`config.mk`:
```
export PLATFORM = sky130hd
export DESIGN_NAME = usb_charger_monitor_sequencer
export DESIGN_NICKNAME = d
export VERILOG_FILES = /design/src/cmsq_pkg.sv /design/src/cmsq_regs.sv /design/src/cmsq_capture.sv /design/src/cmsq_eval.sv /design/src/usb_charger_monitor_sequencer.sv
export SDC_FILE = /design/constraint.sdc
export NUM_CORES = 1
export LEC_CHECK = 0
export CAP_MARGIN = 20
export CORE_MARGIN = 10
export CORE_UTILIZATION = 30
export DETAILED_ROUTE_END_ITERATION = 7
export DONT_BUFFER_PORTS = 1
export PLACE_DENSITY_LB_ADDON = 0.05
export SYNTH_ARGS = -nofsm -noshare
export SYNTH_HDL_FRONTEND = slang
export SYNTH_SLANG_ARGS = --single-unit
```
`constraint.sdc`:
```
create_clock -name clk -period 7 [get_ports clk]
set_input_delay 0 -clock clk [delete_from_list [all_inputs] [get_ports clk]]
set_output_delay 0 -clock clk [all_outputs]
set_load 0.005 [all_outputs]
```
`src/cmsq_pkg.sv`:
```
package cmsq_pkg;

  localparam int unsigned CODE_W     = 10;
  localparam int unsigned CHAN_W     = 3;
  localparam int unsigned POWER_W    = 2 * CODE_W;
  localparam int unsigned CLASS_W    = 2;
  localparam int unsigned APB_AW     = 5;
  localparam int unsigned APB_DW     = 32;
  localparam int unsigned NUM_CHANNELS_DEF = 5;

  // fixed channel roles
  localparam logic [CHAN_W-1:0] CH_CURRENT = 3'd0;
  localparam logic [CHAN_W-1:0] CH_VIN     = 3'd1;
  localparam logic [CHAN_W-1:0] CH_DPLUS   = 3'd3;
  localparam logic [CHAN_W-1:0] CH_DMINUS  = 3'd4;

  // register map, word index = paddr[4:2]
  typedef enum logic [2:0] {
    REG_EQUAL_WINDOW = 3'd0,
    REG_BAND_LOW     = 3'd1,
    REG_BAND_HIGH    = 3'd2,
    REG_DCP_FLOOR    = 3'd3,
    REG_HIGH_FLOOR   = 3'd4,
    REG_ZERO_CEILING = 3'd5
  } reg_idx_t;

  localparam logic [CODE_W-1:0] RST_EQUAL_WINDOW = 10'd15;
  localparam logic [CODE_W-1:0] RST_BAND_LOW     = 10'd62;
  localparam logic [CODE_W-1:0] RST_BAND_HIGH    = 10'd155;
  localparam logic [CODE_W-1:0] RST_DCP_FLOOR    = 10'd46;
  localparam logic [CODE_W-1:0] RST_HIGH_FLOOR   = 10'd465;
  localparam logic [CODE_W-1:0] RST_ZERO_CEILING = 10'd15;

  typedef enum logic [CLASS_W-1:0] {
    CLS_UNKNOWN = 2'd0,
    CLS_QC2     = 2'd1,
    CLS_DCP     = 2'd2,
    CLS_QC3     = 2'd3
  } charger_class_t;

  typedef struct packed {
    logic [CODE_W-1:0] equal_window;
    logic [CODE_W-1:0] band_low;
    logic [CODE_W-1:0] band_high;
    logic [CODE_W-1:0] dcp_floor;
    logic [CODE_W-1:0] high_floor;
    logic [CODE_W-1:0] zero_ceiling;
  } thresholds_t;

  // codes as they stand after the sample is stored
  typedef struct packed {
    logic [CHAN_W-1:0] chan;
    logic [CODE_W-1:0] code;
    logic [CHAN_W-1:0] next_chan;
    logic [CODE_W-1:0] current;
    logic [CODE_W-1:0] vin;
    logic [CODE_W-1:0] dplus;
    logic [CODE_W-1:0] dminus;
  } snapshot_t;

endpackage

```
`src/cmsq_regs.sv`:
```
module cmsq_regs (
  input  logic                          clk,
  input  logic                          rst_n,
  input  logic                          psel,
  input  logic                          penable,
  input  logic                          pwrite,
  input  logic [cmsq_pkg::APB_AW-1:0]   paddr,
  input  logic [cmsq_pkg::APB_DW-1:0]   pwdata,
  output logic [cmsq_pkg::APB_DW-1:0]   prdata,
  output logic                          pready,
  output cmsq_pkg::thresholds_t         thr
);

  cmsq_pkg::thresholds_t thr_r;
  logic                  wr_en;
  logic [2:0]            word_idx;
  logic [cmsq_pkg::CODE_W-1:0] wdata;
  logic [cmsq_pkg::CODE_W-1:0] rdata;

  assign pready   = 1'b1;
  assign wr_en    = psel && penable && pwrite;
  assign word_idx = paddr[cmsq_pkg::APB_AW-1:2];
  assign wdata    = pwdata[cmsq_pkg::CODE_W-1:0];

  always_ff @(posedge clk) begin
    if (!rst_n) begin
      thr_r.equal_window <= cmsq_pkg::RST_EQUAL_WINDOW;
      thr_r.band_low     <= cmsq_pkg::RST_BAND_LOW;
      thr_r.band_high    <= cmsq_pkg::RST_BAND_HIGH;
      thr_r.dcp_floor    <= cmsq_pkg::RST_DCP_FLOOR;
      thr_r.high_floor   <= cmsq_pkg::RST_HIGH_FLOOR;
      thr_r.zero_ceiling <= cmsq_pkg::RST_ZERO_CEILING;
    end else if (wr_en) begin
      case (word_idx)
        cmsq_pkg::REG_EQUAL_WINDOW: thr_r.equal_window <= wdata;
        cmsq_pkg::REG_BAND_LOW:     thr_r.band_low     <= wdata;
        cmsq_pkg::REG_BAND_HIGH:    thr_r.band_high    <= wdata;
        cmsq_pkg::REG_DCP_FLOOR:    thr_r.dcp_floor    <= wdata;
        cmsq_pkg::REG_HIGH_FLOOR:   thr_r.high_floor   <= wdata;
        cmsq_pkg::REG_ZERO_CEILING: thr_r.zero_ceiling <= wdata;
        default: ;
      endcase
    end
  end

  always_comb begin
    case (word_idx)
      cmsq_pkg::REG_EQUAL_WINDOW: rdata = thr_r.equal_window;
      cmsq_pkg::REG_BAND_LOW:     rdata = thr_r.band_low;
      cmsq_pkg::REG_BAND_HIGH:    rdata = thr_r.band_high;
      cmsq_pkg::REG_DCP_FLOOR:    rdata = thr_r.dcp_floor;
      cmsq_pkg::REG_HIGH_FLOOR:   rdata = thr_r.high_floor;
      cmsq_pkg::REG_ZERO_CEILING: rdata = thr_r.zero_ceiling;
      default:                    rdata = '0;
    endcase
  end

  assign prdata = {{(cmsq_pkg::APB_DW - cmsq_pkg::CODE_W){1'b0}}, rdata};
  assign thr    = thr_r;

endmodule

```
`src/cmsq_capture.sv`:
```
module cmsq_capture #(
  parameter int unsigned NUM_CHANNELS = cmsq_pkg::NUM_CHANNELS_DEF
) (
  input  logic                    clk,
  input  logic                    rst_n,
  input  logic                    in_valid,
  output logic                    in_ready,
  input  logic [7:0]              in_sample_high,
  input  logic [7:0]              in_sample_low,
  input  logic                    advance,
  output logic                    snap_valid,
  output cmsq_pkg::snapshot_t     snap
);

  localparam logic [cmsq_pkg::CHAN_W-1:0] LAST_CH = cmsq_pkg::CHAN_W'(NUM_CHANNELS - 1);

  logic [cmsq_pkg::CHAN_W-1:0] chan_r, chan_nxt;
  logic [cmsq_pkg::CODE_W-1:0] current_r, vin_r, dplus_r, dminus_r;
  logic [cmsq_pkg::CODE_W-1:0] current_nxt, vin_nxt, dplus_nxt, dminus_nxt;
  logic [cmsq_pkg::CODE_W-1:0] code;
  logic                        valid_r, valid_nxt;
  logic                        in_fire;
  cmsq_pkg::snapshot_t         snap_r;

  assign in_ready = !valid_r || advance;
  assign in_fire  = in_valid && in_ready;
  assign code     = {in_sample_high, in_sample_low[1:0]};

  always_comb begin
    chan_nxt    = (chan_r >= LAST_CH) ? '0 : chan_r + 1'b1;
    current_nxt = (chan_r == cmsq_pkg::CH_CURRENT) ? code : current_r;
    vin_nxt     = (chan_r == cmsq_pkg::CH_VIN)     ? code : vin_r;
    dplus_nxt   = (chan_r == cmsq_pkg::CH_DPLUS)   ? code : dplus_r;
    dminus_nxt  = (chan_r == cmsq_pkg::CH_DMINUS)  ? code : dminus_r;
    if (in_fire) begin
      valid_nxt = 1'b1;
    end else if (advance) begin
      valid_nxt = 1'b0;
    end else begin
      valid_nxt = valid_r;
    end
  end

  always_ff @(posedge clk) begin
    if (!rst_n) begin
      valid_r   <= 1'b0;
      chan_r    <= '0;
      current_r <= '0;
      vin_r     <= '0;
      dplus_r   <= '0;
      dminus_r  <= '0;
    end else begin
      valid_r <= valid_nxt;
      if (in_fire) begin
        chan_r    <= chan_nxt;
        current_r <= current_nxt;
        vin_r     <= vin_nxt;
        dplus_r   <= dplus_nxt;
        dminus_r  <= dminus_nxt;
      end
    end
  end

  // payload only
  always_ff @(posedge clk) begin
    if (in_fire) begin
      snap_r.chan      <= chan_r;
      snap_r.code      <= code;
      snap_r.next_chan <= chan_nxt;
      snap_r.current   <= current_nxt;
      snap_r.vin       <= vin_nxt;
      snap_r.dplus     <= dplus_nxt;
      snap_r.dminus    <= dminus_nxt;
    end
  end

  assign snap_valid = valid_r;
  assign snap       = snap_r;

endmodule

```
`src/cmsq_eval.sv`:
```
module cmsq_eval (
  input  logic                             clk,
  input  logic                             rst_n,
  input  logic                             snap_valid,
  input  cmsq_pkg::snapshot_t              snap,
  input  cmsq_pkg::thresholds_t            thr,
  output logic                             advance,
  output logic                             out_valid,
  input  logic                             out_ready,
  output logic [cmsq_pkg::CHAN_W-1:0]      out_sampled_channel,
  output logic [cmsq_pkg::CODE_W-1:0]      out_sample_code,
  output logic [cmsq_pkg::CHAN_W-1:0]      out_next_channel,
  output logic [cmsq_pkg::CLASS_W-1:0]     out_charger_class,
  output logic [cmsq_pkg::POWER_W-1:0]     out_power_product
);

  logic                         valid_r, valid_nxt;
  logic [cmsq_pkg::CHAN_W-1:0]  chan_r, next_r;
  logic [cmsq_pkg::CODE_W-1:0]  code_r;
  cmsq_pkg::charger_class_t     class_r, class_nxt;
  logic [cmsq_pkg::POWER_W-1:0] power_r, power_nxt;
  logic [cmsq_pkg::CODE_W-1:0]  diff;
  logic                         lines_equal, a_band, s_band, a_high, s_high, s_low;

  assign advance = !valid_r || out_ready;

  always_comb begin
    diff        = (snap.dplus >= snap.dminus) ? snap.dplus - snap.dminus
                                              : snap.dminus - snap.dplus;
    lines_equal = diff <= thr.equal_window;
    a_band      = (snap.dplus > thr.band_low) && (snap.dplus <= thr.band_high);
    s_band      = (snap.dminus > thr.band_low) && (snap.dminus <= thr.band_high);
    a_high      = snap.dplus > thr.high_floor;
    s_high      = snap.dminus > thr.high_floor;
    s_low       = (snap.dminus != '0) && (snap.dminus <= thr.zero_ceiling);

    if (lines_equal) begin
      if (a_band) begin
        class_nxt = cmsq_pkg::CLS_QC2;
      end else if (snap.dplus > thr.dcp_floor) begin
        class_nxt = cmsq_pkg::CLS_DCP;
      end else begin
        class_nxt = cmsq_pkg::CLS_UNKNOWN;
      end
    end else if (a_high && (s_band || s_high)) begin
      class_nxt = cmsq_pkg::CLS_QC2;
    end else if (a_band && s_low) begin
      class_nxt = cmsq_pkg::CLS_QC2;
    end else if (a_band && s_high) begin
      class_nxt = cmsq_pkg::CLS_QC3;
    end else begin
      class_nxt = cmsq_pkg::CLS_UNKNOWN;
    end

    power_nxt = snap.vin * snap.current;

    if (advance) begin
      valid_nxt = snap_valid;
    end else begin
      valid_nxt = valid_r;
    end
  end

  always_ff @(posedge clk) begin
    if (!rst_n) begin
      valid_r <= 1'b0;
    end else begin
      valid_r <= valid_nxt;
    end
  end

  always_ff @(posedge clk) begin
    if (advance && snap_valid) begin
      chan_r  <= snap.chan;
      code_r  <= snap.code;
      next_r  <= snap.next_chan;
      class_r <= class_nxt;
      power_r <= power_nxt;
    end
  end

  assign out_valid           = valid_r;
  assign out_sampled_channel = chan_r;
  assign out_sample_code     = code_r;
  assign out_next_channel    = next_r;
  assign out_charger_class   = class_r;
  assign out_power_product   = power_r;

endmodule

```
`src/usb_charger_monitor_sequencer.sv`:
```
// Channel  | Direction | Handshake            | Carries
// ---------+-----------+----------------------+----------------------------------------
// in_      | request   | in_valid / in_ready  | sample_high, sample_low (one conversion)
// out_     | response  | out_valid / out_ready| channel, code, next channel, class, power
// cfg      | APB slave | psel/penable/pready  | six 10-bit thresholds at 4*i
//
// One request is taken per cycle unless a stalled result fills both stages. A request
// accepted at a clock edge goes to the capture register and then to the result register.
// Latency is set by the capture register and the result register; the 10x10
// multiply and the threshold compares sit between them.
// Synchronous active-low reset: channel 0 next, all stored codes zero, thresholds
// at their defaults, both pipeline stages empty.
// A stalled result holds the pipe; in_ready drops only when both stages are full
// and out_ready is low.
module usb_charger_monitor_sequencer #(
  parameter int unsigned NUM_CHANNELS = cmsq_pkg::NUM_CHANNELS_DEF
) (
  input  logic                          clk,
  input  logic                          rst_n,
  // sample requests
  input  logic                          in_valid,
  output logic                          in_ready,
  input  logic [7:0]                    in_sample_high,
  input  logic [7:0]                    in_sample_low,
  // results
  output logic                          out_valid,
  input  logic                          out_ready,
  output logic [cmsq_pkg::CHAN_W-1:0]   out_sampled_channel,
  output logic [cmsq_pkg::CODE_W-1:0]   out_sample_code,
  output logic [cmsq_pkg::CHAN_W-1:0]   out_next_channel,
  output logic [cmsq_pkg::CLASS_W-1:0]  out_charger_class,
  output logic [cmsq_pkg::POWER_W-1:0]  out_power_product,
  // APB configuration
  input  logic                          psel,
  input  logic                          penable,
  input  logic                          pwrite,
  input  logic [cmsq_pkg::APB_AW-1:0]   paddr,
  input  logic [cmsq_pkg::APB_DW-1:0]   pwdata,
  output logic [cmsq_pkg::APB_DW-1:0]   prdata,
  output logic                          pready
);

  cmsq_pkg::thresholds_t thr;
  cmsq_pkg::snapshot_t   snap;
  logic                  snap_valid;
  logic                  advance;

  // threshold registers
  cmsq_regs u_regs (
    .clk     (clk),
    .rst_n   (rst_n),
    .psel    (psel),
    .penable (penable),
    .pwrite  (pwrite),
    .paddr   (paddr),
    .pwdata  (pwdata),
    .prdata  (prdata),
    .pready  (pready),
    .thr     (thr)
  );

  // stage 1: store the code to its channel, step the channel, snapshot the codes
  cmsq_capture #(
    .NUM_CHANNELS (NUM_CHANNELS)
  ) u_capture (
    .clk            (clk),
    .rst_n          (rst_n),
    .in_valid       (in_valid),
    .in_ready       (in_ready),
    .in_sample_high (in_sample_high),
    .in_sample_low  (in_sample_low),
    .advance        (advance),
    .snap_valid     (snap_valid),
    .snap           (snap)
  );

  // stage 2: classify D+/D- and form Vin x I into the result register
  cmsq_eval u_eval (
    .clk                 (clk),
    .rst_n               (rst_n),
    .snap_valid          (snap_valid),
    .snap                (snap),
    .thr                 (thr),
    .advance             (advance),
    .out_valid           (out_valid),
    .out_ready           (out_ready),
    .out_sampled_channel (out_sampled_channel),
    .out_sample_code     (out_sample_code),
    .out_next_channel    (out_next_channel),
    .out_charger_class   (out_charger_class),
    .out_power_product   (out_power_product)
  );

endmodule
```
==> impl_metrics.tcl, run 1 <==
set metrics [dict create \
    clock_latency_ns 0.50 \
    rsz0062_at_grt "false" \
    grt_max_degree 106 \
    crit_family "adder cells" \
    ff2ff_path_depth 15 \
    hold_viol_final 0 \
    grt_pass1_wl_um 62500 \
    synth.top_cells.by_count "nand2_1 (229), ha_1 (168), inv_1 (146)" \
    postCtsHoldBufs 33 \
    setup-tns-final_ns 0 \
    place_ws_ns 1.45 \
    status "finished, final reports clean" \
    synth_cell_types 65 \
    seqCellArea_um2 4920 \
    final_area_um2 15700 \
    portBuffers 0 \
    die_height_um 238 \
    antenna_left 0 \
    hold_depth 4 \
    cts_root_buf "clkbuf_16" \
    cts.clk_slew.worst_paths_ns 0.08 \
    firstDrtPassIters 5 \
    initial_core_util_pct 30.4 \
    path_class "flop to flop" \
    finalClockSkew_ns 0.0178 \
    io_pins 133 \
    drive_above_1_share_pct 7.06 \
    syn_to_final_growth_pct 10.5 \
    rows 79 \
    drt_wl_total_um 40600 \
    cpMaxStageDelayCell "a311oi_1" \
    min_period_ns 5.51 \
    cp_slowest_stage_delay_ns 0.69 \
    yosys.area.top_type "edfxtp_1" \
    antennaDiodeCount 0 \
    die_area_um2 56500 \
    synth-xor-area-share_pct 1.42 \
    crit_required_ns 7.23 \
    cp-end-kind "flop" \
    drtIter0Drc 518 \
    synth_area_leaders "edfxtp_1 (20%), dfxtp_1 (15%), ha_1 (15%)" \
    synth_seq_area_share_pct 34.6 \
    synth-simple-area-share_pct 14.8 \
    grt_pass1_vias 9973 \
    clock.fmax_ghz 0.181 \
    path_cells "nand2_1 -> fa_1 -> inv_1 -> fa_1 -> fa_1 -> fa_1 -> inv_1 -> fa_1 -> inv_1 -> ha_1 -> nor3_1 -> nand4_1 -> a311oi_1 -> o21ai_0 -> xor2_1" \
    fin_crit_sh_pct 78.7 \
    vias 10100 \
    drv_cap 0 \
    hold_class "input port to flop" \
    cts_tree "built" \
    multiInputGateArea_um2 8460 \
    synth_top_area_share_pct 19.8 \
    crit_arrival_ns 5.74 \
    cpMostUsedCell "fa_1" \
    p_leak_nw 6.66 \
    ys_ff_latch 199 \
    yosys.area_share.adder_pct 23.8 \
    grt.overflow.total 0 \
    place_hpwl_um 30100 \
    pwr_density_cell_nw_per_um2 240 \
    antenna_found_initial 0 \
    synthArstFlopShare_pct 0 \
    synth_compound_area_share_pct 13.3 \
    crit_fanout 10 \
    tightest_slew_ns 1.03 \
    maxSlewHeadroom_pct 31.3 \
    htree_levels 4 \
    synth_edf_count 94 \
    synth.avg_cell_area_um2 9.71 \
    core_area_um2 46800 \
    numClockSinks 199 \
    cts_setup_buffers 0 \
    track_usage_pct 14.6 \
    wl_per_cell_um 19.4 \
    slew_viol_final 0 \
    syn_inst 1465 \
    cp.depth 15 \
    numCtsBuffers 17 \
    yosysWarningCount 0 \
    nets 1766 \
    vias_per_cell 4.82 \
    synthMuxAreaShare_pct 5.57 \
    die_w_um 238 \
    dp.cells 2029 \
    netlist_area_um2 14200 \
    vdd_ir_drop_max_mv 0.171 \
    place.gp.congestion 0.799 \
    cts_resized 0 \
    synth_most_common_cell "nand2_1" \
    finalSetupViolCount 0 \
    fillerInstances 4780 \
    fin_ws_ns 1.49 \
    cp-start-kind "flop" \
    final_cells 2094 \
    ys.flop_type "dfxtp_1" \
    place_area_um2 14800 \
    remaining_drc_errors 0 \
    path_buf_inv 3 \
    cts_max_path_buffers 2 \
    synth_top_family_by_area "adder cells" \
]
## cells by family (layout without fill, tap and decap cells)
logic type      after synthesis  in the layout
buf+inv                     222            223
compound gates              274            274
flops                       199            199
simple gates                444            444
other cells                   2             23
xor+xnor                     23             23
mux                          69             69
fa+ha+maj                   232            232
## layout by cell type, fill, tap and decap left out, drive strengths merged, types with 26 or more instances in the layout
cell and instances:
mux2 41, ha 168, dlygate4sd3 32, a21boi 68, nor2 41, fa 64, edfxtp 94, and2 68
nand2 229, o21ai 31, inv 153, o211ai 28, dfxtp 105, a21oi 46, a21o 26
## flip-flops by register name, summed over array words and instances (netlist names)
name and flops:
u_regs.thr 60, u_capture.snap 56, u_eval.out_power_product 20, u_capture.current_r 10, u_capture.dminus_r 10, u_capture.dplus_r 10
u_capture.vin_r 10, u_eval.out_sample_code 10, u_capture.chan_r 3, u_eval.out_next_channel 3, u_eval.out_sampled_channel 3, u_eval.out_charger_class 2
u_capture.snap_valid 1, u_eval.out_valid 1
## final timing paths
check                startpoint                      endpoint  slack (ns)
max reg2reg  u_capture.snap[26]  u_eval.out_power_product[18]        1.49
min                    in_valid           u_capture.chan_r[1]        0.05
max          u_capture.snap[26]  u_eval.out_power_product[18]        1.49
min reg2reg  u_capture.snap[51]     u_eval.out_sample_code[8]        0.42
## metal layers
layer	share of wire (%)	up-vias	track usage, %	wire length (um)
met4	1.6	0	4.53	636
met3	3.1	28	3.08	1270
li1	-	5040	-	-
met2	47	122	23.2	18900
met1	49	4903	19.5	19700
met5	0	-	0	0
## where the power goes
| group | leakage, nW | total [mW] | internal, mW | switching [mW] |
|---|---|---|---|---|
| clock | 0.285 | 1.01 | 0.493 | 0.521 |
| combinational | 4.60 | 1.32 | 0.580 | 0.741 |
| sequential | 1.77 | 1.43 | 1.35 | 0.0786 |
## worst reg2reg max path, stage by stage (launching register included)
cell and delay, ns:
edfxtp_1 0.60, nand2_1 0.15, fa_1 0.55, inv_1 0.05, fa_1 0.54, fa_1 0.45
fa_1 0.54, inv_1 0.05, fa_1 0.52, inv_1 0.04, ha_1 0.24, nor3_1 0.21
nand4_1 0.19, a311oi_1 0.69, o21ai_0 0.25, xor2_1 0.18
## final cells by class
type,instances,area share [%]
Clock inverter,12,0.836
Sequential cell,199,31.3
Timing Repair Buffer,44,2.76
Multi-Input combinational cell,1065,53.8
Inverter,147,3.52
Tap cell,607,4.83
Clock buffer,20,2.91
## stage by stage
step / power (mW) / hold WS [ns] / utilization [%]
after CTS: 3.85 / 0.0215 / 33.6
after detailed placement: 2.76 / 0.0995 / 31.6
after floorplan: 2.47 / 0.0989 / -
after global placement: 2.77 / 0.0939 / 31.6
after global routing: 4.07 / 0.0744 / 33.6
final: 3.77 / 0.0506 / 33.6
Power figures use the tool's default switching activity.
==> inputs of run 2 (changes only) <==
==> constraint.sdc (replaced) <==
create_clock -name clk -period 5.6 [get_ports clk]
set_input_delay 0 -clock clk [delete_from_list [all_inputs] [get_ports clk]]
set_output_delay 0 -clock clk [all_outputs]
set_load 0.005 [all_outputs]
==> impl_metrics.tcl, run 2 (synthesis results as in run 1) <==
set metrics [dict create \
    antennaDiodeCount 0 \
    timing.hold.ws_ns 0.0415 \
    nets 1780 \
    htree_levels 4 \
    worstReg2RegEnd "u_eval.out_power_product[18]" \
    multiInputGateArea_um2 8460 \
    numClockSinks 199 \
    rsz0062_at_grt "false" \
    status "finished, final reports clean" \
    hold_viol_final 0 \
    antenna_left 0 \
    fin_crit_sh_pct 91.4 \
    place.gp.congestion 0.784 \
    crit_fanout 10 \
    place_hpwl_um 30300 \
    cts_max_path_buffers 2 \
    cpMostUsedCell "fa_1" \
    grt_max_degree 106 \
    rows 79 \
    p_leak_nw 6.73 \
    place_ws_ns 0.395 \
    core_area_um2 46800 \
    clock_latency_ns 0.51 \
    cp-end-kind "flop" \
    finalSetupViolCount 0 \
    cts.clk_slew.worst_paths_ns 0.09 \
    vias_per_cell 4.78 \
    fin_ws_ns 0.483 \
    cp-start-kind "flop" \
    seqCellArea_um2 4920 \
    hold_class "input port to flop" \
    drive_above_1_share_pct 7.66 \
    ff2ff_setup_slack_ns 0.48 \
    final_common_cell "nand2_1" \
    die_area_um2 56500 \
    drt_wl_total_um 41000 \
    crit_required_ns 5.86 \
    path_class "flop to flop" \
    syn_to_final_growth_pct 11.2 \
    largest_reg_flops 60 \
    crit_arrival_ns 5.38 \
    ff2ff_path_depth 16 \
    slew_viol_final 0 \
    fillerInstances 4818 \
    cts_tree "built" \
    grt.overflow.total 0 \
    maxSlewHeadroom_pct 28.2 \
    final_area_um2 15800 \
    wl_per_cell_um 19.4 \
    die_height_um 238 \
    grt_pass1_vias 10300 \
    grt_pass1_wl_um 63500 \
    cts_resized 0 \
    numCtsBuffers 17 \
    initial_core_util_pct 30.4 \
    antenna_found_initial 0 \
    finalClockSkew_ns 0.0209 \
    portBuffers 0 \
    remaining_drc_errors 0 \
    cp_slowest_stage_delay_ns 0.58 \
    track_usage_pct 14.9 \
    min_period_ns 5.12 \
    drtIter0Drc 513 \
    tightest_slew_ns 1.07 \
    path_cells "nand2_1 -> fa_1 -> inv_1 -> fa_1 -> fa_1 -> fa_1 -> inv_1 -> fa_1 -> inv_1 -> ha_1 -> nor3_1 -> nand4_1 -> a311oi_1 -> buf_4 -> o21ai_0 -> xor2_1" \
    crit_end "u_eval.out_power_product[18]" \
    setup-tns-final_ns 0 \
    cts_root_buf "clkbuf_16" \
    die_w_um 238 \
    firstDrtPassIters 5 \
    worstReg2RegStart "u_capture.snap[26]" \
    drv_cap 0 \
    setup.worst_path.start "u_capture.snap[26]" \
    final_cell_mix "nand2_1 (229), ha_1 (168), inv_1 (146), dfxtp_1 (105), edfxtp_1 (94)" \
    clock.fmax_ghz 0.195 \
    vias 10100 \
    io_pins 133 \
    pwr_density_cell_nw_per_um2 298 \
    cts_setup_buffers 0 \
    place_area_um2 14900 \
    cpMaxStageDelayCell "edfxtp_1" \
    vdd_ir_drop_max_mv 0.250 \
]
-- run 2: worst min-delay path by stage --
stage / end / slack (ns) / start / depth (start not counted)
floorplan: u_capture.snap[43] / 0.1 / in_sample_low[0] / 0
global placement: prdata[2] / 0.09 / paddr[3] / 1
detailed placement: prdata[2] / 0.09 / paddr[3] / 1
CTS: u_capture.dminus_r[7] / 0.02 / in_valid / 4
global route: u_capture.chan_r[1] / 0.06 / in_valid / 4
finish: u_capture.current_r[9] / 0.04 / in_valid / 4
-- run 2: metal layers --
metal / track usage, % / routed length [um] / vias up
li1: - / - / 5059
met1: 20.0 / 20100 / 4843
met5: 0 / 0 / -
met4: 3.77 / 483 / 0
met3: 2.92 / 1350 / 26
met2: 24.0 / 19100 / 138
-- run 2: power breakdown --
| part | total (mW) | switching (mW) | internal, mW |
|---|---|---|---|
| Clock | 1.25 | 0.662 | 0.593 |
| Sequential | 1.78 | 0.0916 | 1.69 |
| Combinational | 1.68 | 0.936 | 0.741 |
| Total | 4.71 | 1.69 | 3.03 |
-- run 2: through the flow --
stage | total power [mW] | util, % | std cells
2_1_floorplan | 3.09 | - | 1486
3_3_place_gp | 3.47 | 31.8 | 2038
3_5_place_dp | 3.46 | 31.8 | 2041
4_1_cts | 4.82 | 33.8 | 2108
5_1_grt | 5.12 | 33.8 | 2108
6_report | 4.71 | 33.8 | 2108
-- run 2: layout make-up --
type | instances | share of cell area (%)
flip-flops and latches | 199 | 31.1
multi-input cells | 1065 | 53.5
clock buffers | 19 | 2.74
inverters | 147 | 3.50
clock inverters | 13 | 0.846
well taps | 607 | 4.80
repair buffers | 58 | 3.52
-- run 2: what timing repair did --
item | in CTS | in global routing
endpoints found under the hold margin | 155 | 0
setup endpoints to repair | 0 | 0
hold buffers | 35 | 0
-- run 2: worst max-delay path, delay by kind of cell (launching register included) --
family          cells  cell delay, ns
fa+ha+maj           6            2.84
buf+inv             4            0.33
xor+xnor            1            0.15
flops               1            0.58
compound gates      2            0.44
simple gates        3            0.53
